<file path="config.mk">
export PLATFORM = sky130hd
export DESIGN_NAME = keypad_scan_debounce_edge_core
export DESIGN_NICKNAME = d
export VERILOG_FILES = /design/src/hdl/ksde_pkg.sv /design/src/hdl/ksde_lane.sv /design/src/hdl/ksde_merge.sv /design/src/hdl/keypad_scan_debounce_edge_core.sv
export VERILOG_INCLUDE_DIRS = /design/src /design/src/hdl
export SDC_FILE = /design/constraint.sdc
export NUM_CORES = 1
export LEC_CHECK = 0
export ABC_AREA = 1
export CAP_MARGIN = 20
export CORE_UTILIZATION = 25
export DETAILED_ROUTE_END_ITERATION = 10
export DONT_BUFFER_PORTS = 1
export GPL_TIMING_DRIVEN = 0
export HOLD_SLACK_MARGIN = 0.03
export SYNTH_ARGS = -nofsm -noshare
export SYNTH_HDL_FRONTEND = slang
export SYNTH_SLANG_ARGS = --single-unit
</file>
<file path="constraint.sdc">
create_clock -name clk -period 4.7 [get_ports clk]
set_input_delay 0.705 -clock clk [delete_from_list [all_inputs] [get_ports clk]]
set_output_delay 0.705 -clock clk [all_outputs]
set_load 0.03 [all_outputs]
</file>
<file path="src/hdl/keypad_scan_debounce_edge_core_macros.svh">
// Assertion macros for the keypad scan core.
// No dependencies; included by the files that carry assertions.
`ifndef KEYPAD_SCAN_DEBOUNCE_EDGE_CORE_MACROS_SVH
`define KEYPAD_SCAN_DEBOUNCE_EDGE_CORE_MACROS_SVH

// Checked every cycle outside reset.
`define KSDE_ASSERT(label, prop, msg) \
  label: assert property (@(posedge clk) disable iff (rst) (prop)) else $error(msg);

// Checked every cycle, reset included.
`define KSDE_ASSERT_ALWAYS(label, prop, msg) \
  label: assert property (@(posedge clk) (prop)) else $error(msg);

`endif

</file>
<file path="src/hdl/ksde_pkg.sv">
// Shared types, sizes and key map for the keypad scan core.
// No dependencies.
package ksde_pkg;

  localparam int HISTORY_DEPTH = 5;
  localparam int SLOT_W = (HISTORY_DEPTH > 1) ? $clog2(HISTORY_DEPTH) : 1;
  localparam int COLS = 4;
  localparam int ROWS = 4;
  localparam int KEYS = COLS * ROWS;

  typedef struct packed {
    logic [3:0] col0_rows;
    logic [3:0] col1_rows;
    logic [3:0] col2_rows;
    logic [3:0] col3_rows;
  } ksde_scan_t;

  typedef struct packed {
    logic        key_valid;
    logic [6:0]  key_char;
    logic [3:0]  key_index;
    logic [15:0] pressed_map;
  } ksde_result_t;

  // history write control, shared by all column lanes
  typedef struct packed {
    logic              en;
    logic [SLOT_W-1:0] slot;
  } ksde_wr_t;

  // ASCII for key at index row*4 + column
  function automatic logic [6:0] key_ascii(input logic [3:0] idx);
    logic [6:0] ch;
    case (idx)
      4'd0:    ch = 7'h31; // 1
      4'd1:    ch = 7'h32; // 2
      4'd2:    ch = 7'h33; // 3
      4'd3:    ch = 7'h41; // A
      4'd4:    ch = 7'h34; // 4
      4'd5:    ch = 7'h35; // 5
      4'd6:    ch = 7'h36; // 6
      4'd7:    ch = 7'h42; // B
      4'd8:    ch = 7'h37; // 7
      4'd9:    ch = 7'h38; // 8
      4'd10:   ch = 7'h39; // 9
      4'd11:   ch = 7'h43; // C
      4'd12:   ch = 7'h2A; // *
      4'd13:   ch = 7'h30; // 0
      4'd14:   ch = 7'h23; // #
      4'd15:   ch = 7'h44; // D
      default: ch = 7'h00;
    endcase
    return ch;
  endfunction

endpackage

</file>
<file path="src/hdl/ksde_lane.sv">
// One column lane: ring of inverted row samples and the all-pressed reduce.
// Depends on ksde_pkg.
module ksde_lane import ksde_pkg::*; (
  input  logic       clk,
  input  logic       rst,
  input  ksde_wr_t   wr,
  input  logic [3:0] rows_n,
  output logic [3:0] held
);

  logic [3:0] history [HISTORY_DEPTH];
  logic [3:0] sample;

  assign sample = ~rows_n;

  // slot being overwritten contributes the new sample instead of its old value
  always_comb begin
    held = sample;
    for (int k = 0; k < HISTORY_DEPTH; k++) begin
      if (SLOT_W'(k) != wr.slot) begin
        held = held & history[k];
      end
    end
  end

  always_ff @(posedge clk) begin
    if (rst) begin
      for (int k = 0; k < HISTORY_DEPTH; k++) begin
        history[k] <= '0;
      end
    end else if (wr.en) begin
      history[wr.slot] <= sample;
    end
  end

endmodule

</file>
<file path="src/hdl/ksde_merge.sv">
// Merge stage: press edges against the previous map, column-major first hit.
// Depends on ksde_pkg.
module ksde_merge import ksde_pkg::*; (
  input  logic         clk,
  input  logic         rst,
  input  logic         en,
  input  logic [15:0]  now,
  output ksde_result_t res
);

  logic [15:0] previous_pressed;
  logic [15:0] rising;
  logic        found;
  logic [3:0]  hit;
  logic [3:0]  idx;

  assign rising = now & ~previous_pressed;

  // bit c*4+r; lowest set bit wins
  always_comb begin
    found = 1'b0;
    hit   = '0;
    for (int i = KEYS - 1; i >= 0; i--) begin
      if (rising[i]) begin
        found = 1'b1;
        hit   = 4'(i);
      end
    end
  end

  assign idx = found ? {hit[1:0], hit[3:2]} : 4'd0;

  always_comb begin
    res.key_valid   = found;
    res.key_index   = idx;
    res.key_char    = found ? key_ascii(idx) : 7'd0;
    res.pressed_map = now;
  end

  always_ff @(posedge clk) begin
    if (rst) begin
      previous_pressed <= '0;
    end else if (en) begin
      previous_pressed <= now;
    end
  end

endmodule

</file>
<file path="src/hdl/keypad_scan_debounce_edge_core.sv">
// Top level of the keypad scan core: column lanes, merge stage, output register.
// Depends on ksde_pkg, ksde_lane, ksde_merge and the assertion macro header.
//
// Usage:
//   scan channel (scan_valid/scan_ready/scan): one transaction is one full
//   keypad scan, the active-low row levels seen for each driven column.
//   result channel (result_valid/result_ready/result): exactly one
//   transaction per scan, with the debounced map and the first new press.
//   Latency: the result is valid the cycle after the scan is taken.
//   Throughput: one scan per cycle; four column lanes update their sample
//   rings and reduce them in parallel, and the merge stage finds the first
//   press edge in the same cycle, feeding a single output register.
//   scan_ready is high while the output register is empty or being read, so
//   a stalled receiver holds one result and stops further scans until it
//   takes it; nothing is dropped.
//   Reset (rst, synchronous) clears all sample history, the ring position
//   and the previous map at once; no key reads as pressed until
//   HISTORY_DEPTH consecutive scans show it.
`include "keypad_scan_debounce_edge_core_macros.svh"

module keypad_scan_debounce_edge_core import ksde_pkg::*; (
  input  logic         clk,
  input  logic         rst,
  input  logic         scan_valid,
  output logic         scan_ready,
  input  ksde_scan_t   scan,
  output logic         result_valid,
  input  logic         result_ready,
  output ksde_result_t result
);

  logic              accept;
  logic [SLOT_W-1:0] history_slot;
  logic [SLOT_W-1:0] history_slot_next;
  ksde_wr_t          wr;
  logic [3:0]        rows_n [COLS];
  logic [15:0]       now;
  ksde_result_t      res;

  assign scan_ready = !result_valid || result_ready;
  assign accept     = scan_valid && scan_ready;

  assign history_slot_next = (history_slot == SLOT_W'(HISTORY_DEPTH - 1)) ?
                             '0 : history_slot + 1'b1;

  assign wr.en   = accept;
  assign wr.slot = history_slot;

  assign rows_n[0] = scan.col0_rows;
  assign rows_n[1] = scan.col1_rows;
  assign rows_n[2] = scan.col2_rows;
  assign rows_n[3] = scan.col3_rows;

  for (genvar c = 0; c < COLS; c++) begin : g_lane
    ksde_lane u_lane (
      .clk    (clk),
      .rst    (rst),
      .wr     (wr),
      .rows_n (rows_n[c]),
      .held   (now[c*ROWS +: ROWS])
    );
  end

  ksde_merge u_merge (
    .clk (clk),
    .rst (rst),
    .en  (accept),
    .now (now),
    .res (res)
  );

  always_ff @(posedge clk) begin
    if (rst) begin
      history_slot <= '0;
      result_valid <= 1'b0;
    end else begin
      if (accept) begin
        history_slot <= history_slot_next;
      end
      if (accept) begin
        result_valid <= 1'b1;
      end else if (result_ready) begin
        result_valid <= 1'b0;
      end
    end
  end

  always_ff @(posedge clk) begin
    if (accept) begin
      result <= res;
    end
  end

  `KSDE_ASSERT(a_scan_gives_result, accept |=> result_valid, "accepted scan left no result")
  `KSDE_ASSERT(a_reported_key_held,
    result_valid && result.key_valid |->
      result.pressed_map[{result.key_index[1:0], result.key_index[3:2]}],
    "reported key is not in the debounced map")
  `KSDE_ASSERT(a_slot_in_range, history_slot <= SLOT_W'(HISTORY_DEPTH - 1),
    "history slot beyond ring depth")
  `KSDE_ASSERT(a_slot_advances, accept |=> history_slot != $past(history_slot) ||
    HISTORY_DEPTH == 1, "history slot did not advance on a scan")
  `KSDE_ASSERT_ALWAYS(a_reset_clears_valid, rst |=> !result_valid,
    "result valid after reset")

endmodule

</file>
==> results.tsv <==
stage	metric	value	unit
global_routing	met2 Track Usage GR	0.179	
worst_setup_path	Critical Path End	result[21]$_SDFFCE_PN0P_	
placed_design	total instance count after detailed placement	811	
run_status	result of the run	completed	
cts	level count of the clock H-tree	4	
worst_setup_path	critical path peak fanout	10	
timing	RSZ-0062 raised after global routing	no	
cts	number of cells upsized or downsized after cts	0	
global_routing	met1 layer usage reported by global route	0.165	
worst_setup_path	Crit Reg-Reg Startpoint	history_slot[0]$_SDFFE_PP0P_	
power	Switching Share	0.232	
logic_synthesis	fraction of synthesis flops using an asynchronous set or reset pin	0	
global_routing	wire length of the first global-routing pass	19900	um
global_routing	global-route usage over all layers	0.121	
routing	drt drc	0	
power	power per cell area	460	nW/um^2
worst_setup_path	slowest library cell on the worst path	clkbuf_1	
cts	Num CTS Buffers	17	
power	Switching Power	0.000694	W
layout	final cell count without fillers	843	
global_routing	global-route met3 utilization	0.0370	
logic_synthesis	net count after synthesis	567	
cts	sinks on the clock net	128	
routing	detailed-route via count	3782	
power	power share of the combinational group	0.065	
power	share of total power in sequential cells	0.454	
floorplan	Placement Rows	53	
floorplan	initial core utilization	0.259	
power	maximum VDD drop	0.254	mV
layout	fill cell total of the finished layout	2134	
layout	commonest non-fill, non-tap cells in the layout	nor2_1, edfxtp_1, nand2_1	
global_routing	pin count of the biggest net entering global routing	38	
layout	number of nets in the finished design	586	
worst_setup_path	setup slack on the worst flop-to-flop path	0.98	ns
worst_setup_path	Worst path most repeated cell	nand2_1	
power	internal power of the cells	0.00230	W
worst_setup_path	path depth of the worst reg2reg path	19	
timing	Final setup violation count	0	
worst_setup_path	r2r endpoint	result[21]$_SDFFCE_PN0P_	
logic_synthesis	post-synthesis sequential element count	128	
timing	Slew @ Worst Pin	0.876	ns
floorplan	Die Y	150	um
worst_setup_path	largest stage delay on the critical path	0.45	ns
floorplan	die area	22600	um^2
power	LEAKAGE	2.65	nW
timing	highest clock rate	269	MHz
timing	portion of the clock cycle consumed by the worst path in the final layout	0.790	
timing	total negative slack	0	ns
worst_setup_path	launching element type of the critical path	flip-flop	
routing	Final ANT Viol Nets	0	
worst_setup_path	arrival time of data at the critical path endpoint	3.86	ns
logic_synthesis	Post-synth top flop	edfxtp_1	
cts	buffers inserted during post-CTS setup optimization	0	
logic_synthesis	number of enable flip-flop cells after synthesis	108	
placed_design	global placer's final weighted congestion	0.793	
power	clock share of power	0.481	
power	final total power	0.00299	W
cts	Clock Root Buffer	clkbuf_16	
logic_synthesis	number of distinct library cell variants in the gate-level netlist after synthesis	31	
timing	final hold viol count	0	
timing	number of max-slew violations in the final report	0	
timing	Clock Skew	0.00786	ns
routing	router iterations before antenna repair	5	
cts	maximum clock insertion buffer count	2	
cts	CTS tree	done	
logic_synthesis	sequential area share after synthesis	0.662	
worst_setup_path	Setup Crit Path Kind	reg -> reg	
routing	drt total wl	12900	um
worst_setup_path	required time of the critical path	4.84	ns
layout	most common library cell in the layout ignoring fill and taps	nor2_1	
floorplan	Die Wd	150	um
flow_run	max-capacitance violation count	0	
floorplan	num ports	50	
floorplan	Core ar.	21300	um^2
routing	detail-routed net length per standard cell	15.3	um
cts	clock transition time at the flip-flop clock pins of the worst setup and hold paths	0.06	ns
global_routing	via count of the first global-routing pass	3566	
worst_setup_path	crit-path cells	ha_1, ha_1, clkbuf_2, clkbuf_1, nor2_1, nor3_1, nand2_1, or2_1, nand2_1, nor2_1, nand2_1, inv_1, nor2_1, inv_1, ha_1, inv_1, nand2_1, nand3_1, a21oi_1	
cts	CTS Hold Bufs	0	
logic_synthesis	largest area contributor in the synthesized netlist	edfxtp_1	
logic_synthesis	top post-synthesis cells by area	edfxtp_1, nor2_1, dfxtp_1, nand2_1, inv_1	
logic_synthesis	summed instance area of the synthesized netlist	5510	um^2
timing	worst relative slew slack	0.416	
global_routing	initial antenna violation count	0	
routing	DRT iter0 DRCs	311	
timing	post-route minimum period	3.72	ns
worst_setup_path	Worst setup EP type	flip-flop	
placed_design	post-detailed-placement half-perimeter wirelength	8520	um
routing	via-per-instance ratio	4.49	
global_routing	grt total ovfl	0	
cts	latest clock arrival within the worst-skew pair	0.42	ns
logic_synthesis	Warnings, synthesis	0	
logic_synthesis	Post-Synthesis Cells	536	
logic_synthesis	Post-Syn Area per Cell	10.3	um^2
layout	Antenna Cells	0	
layout	post-synthesis to final-layout area growth	18.0	%
worst_setup_path	launching instance or port of the critical path	history_slot[0]$_SDFFE_PP0P_	
layout	fraction of final layout cells with drive strength greater than 1	0.0845	
placed_design	number of I/O port buffers	0	
global_routing	GRT Max-Usage Layer	met2	
logic_synthesis	area share of the largest cell type after synthesis	0.589	
hold_path	worst min-delay path class	in -> reg	
layer usage:
metal | vias to the layer above | part of all wire | wire, um
met4 | 0 | 0.0093 | 119
met3 | 13 | 0.10 | 1290
li1 | 1842 | - | -
met2 | 163 | 0.44 | 5680
met5 | - | 0 | 0
met1 | 1764 | 0.45 | 5770
per-stage QoR:
step	util	setup slack [ns]	area, um^2	hold slack (ns)
finish	0.305	0.985	6490	0.355
global route	0.305	0.546	6490	0.344
CTS	0.305	0.974	6490	0.347
detailed placement	0.275	0.992	5850	0.450
global placement	0.275	1.03	5850	0.451
floorplan	-	1.78	5510	0.434
cell type report:
type	count	area, um^2	area share
Clock inverter	14	214	0.0329
Multi-Input combinational cell	344	1610	0.247
Inverter	47	176	0.0272
Tap cell	275	344	0.0530
Clock buffer	18	429	0.0661
Sequential cell	128	3640	0.561
Buffer	17	80.1	0.0123
worst min-delay path by stage:
stage	startpoint	to	slack, ns	depth (start not counted)
after floorplan	u_merge.previous_pressed[6]$_SDFFE_PP0P_	u_merge.previous_pressed[6]$_SDFFE_PP0P_	0.43	2
after global placement	u_merge.previous_pressed[6]$_SDFFE_PP0P_	u_merge.previous_pressed[6]$_SDFFE_PP0P_	0.45	2
after detailed placement	u_merge.previous_pressed[6]$_SDFFE_PP0P_	u_merge.previous_pressed[6]$_SDFFE_PP0P_	0.45	2
after CTS	rst	result_valid$_SDFFE_PP0P_	0.35	1
after global routing	rst	result_valid$_SDFFE_PP0P_	0.34	1
final	rst	result_valid$_SDFFE_PP0P_	0.36	1
sequential cells by signal, indices dropped and copies added, names as in the netlist:
register and count:
u_merge.previous_pressed 16, result_valid 1, history_slot 3, g_lane.u_lane.history 80
result 28
worst max-delay path, delay by kind of cell, from the launching register on:
family                   cells  cell delay, ns
AND/OR/NAND/NOR             10            1.43
AO/OA/AOI/OAI                1            0.07
buffers and inverters        5            0.87
adder cells (fa/ha/maj)      3            0.64
flip-flops                   1            0.43
cells in the mapped netlist, drive strengths merged (2+ instances only):
cell / instances
a211oi: 2
a21oi: 20
buf: 4
clkbuf: 13
dfxtp: 20
edfxtp: 108
ha: 11
inv: 46
nand2: 69
nand3: 10
nand3b: 3
nor2: 162
nor3: 14
o21ai: 22
o21bai: 2
o22ai: 17
or2: 9
power groups by stage:
stage,registers [W],logic (W),clock network [W]
final,0.00136,0.000193,0.00144
after global routing,0.00137,0.000219,0.00150
after floorplan,0.00137,0.000139,0
after global placement,0.00138,0.000191,0
after CTS,0.00136,0.000195,0.00145
after detailed placement,0.00138,0.000193,0
logic make-up (layout without fill, tap and decap cells):
logic type,after synthesis,count (layout),share of synthesized area
adder cells (fa/ha/maj),11,11,0.0250
AND/OR/NAND/NOR,268,268,0.200
flip-flops,128,128,0.662
buffers and inverters,64,96,0.0464
AO/OA/AOI/OAI,65,65,0.0666
No activity file was read; power rests on OpenSTA's default activity.
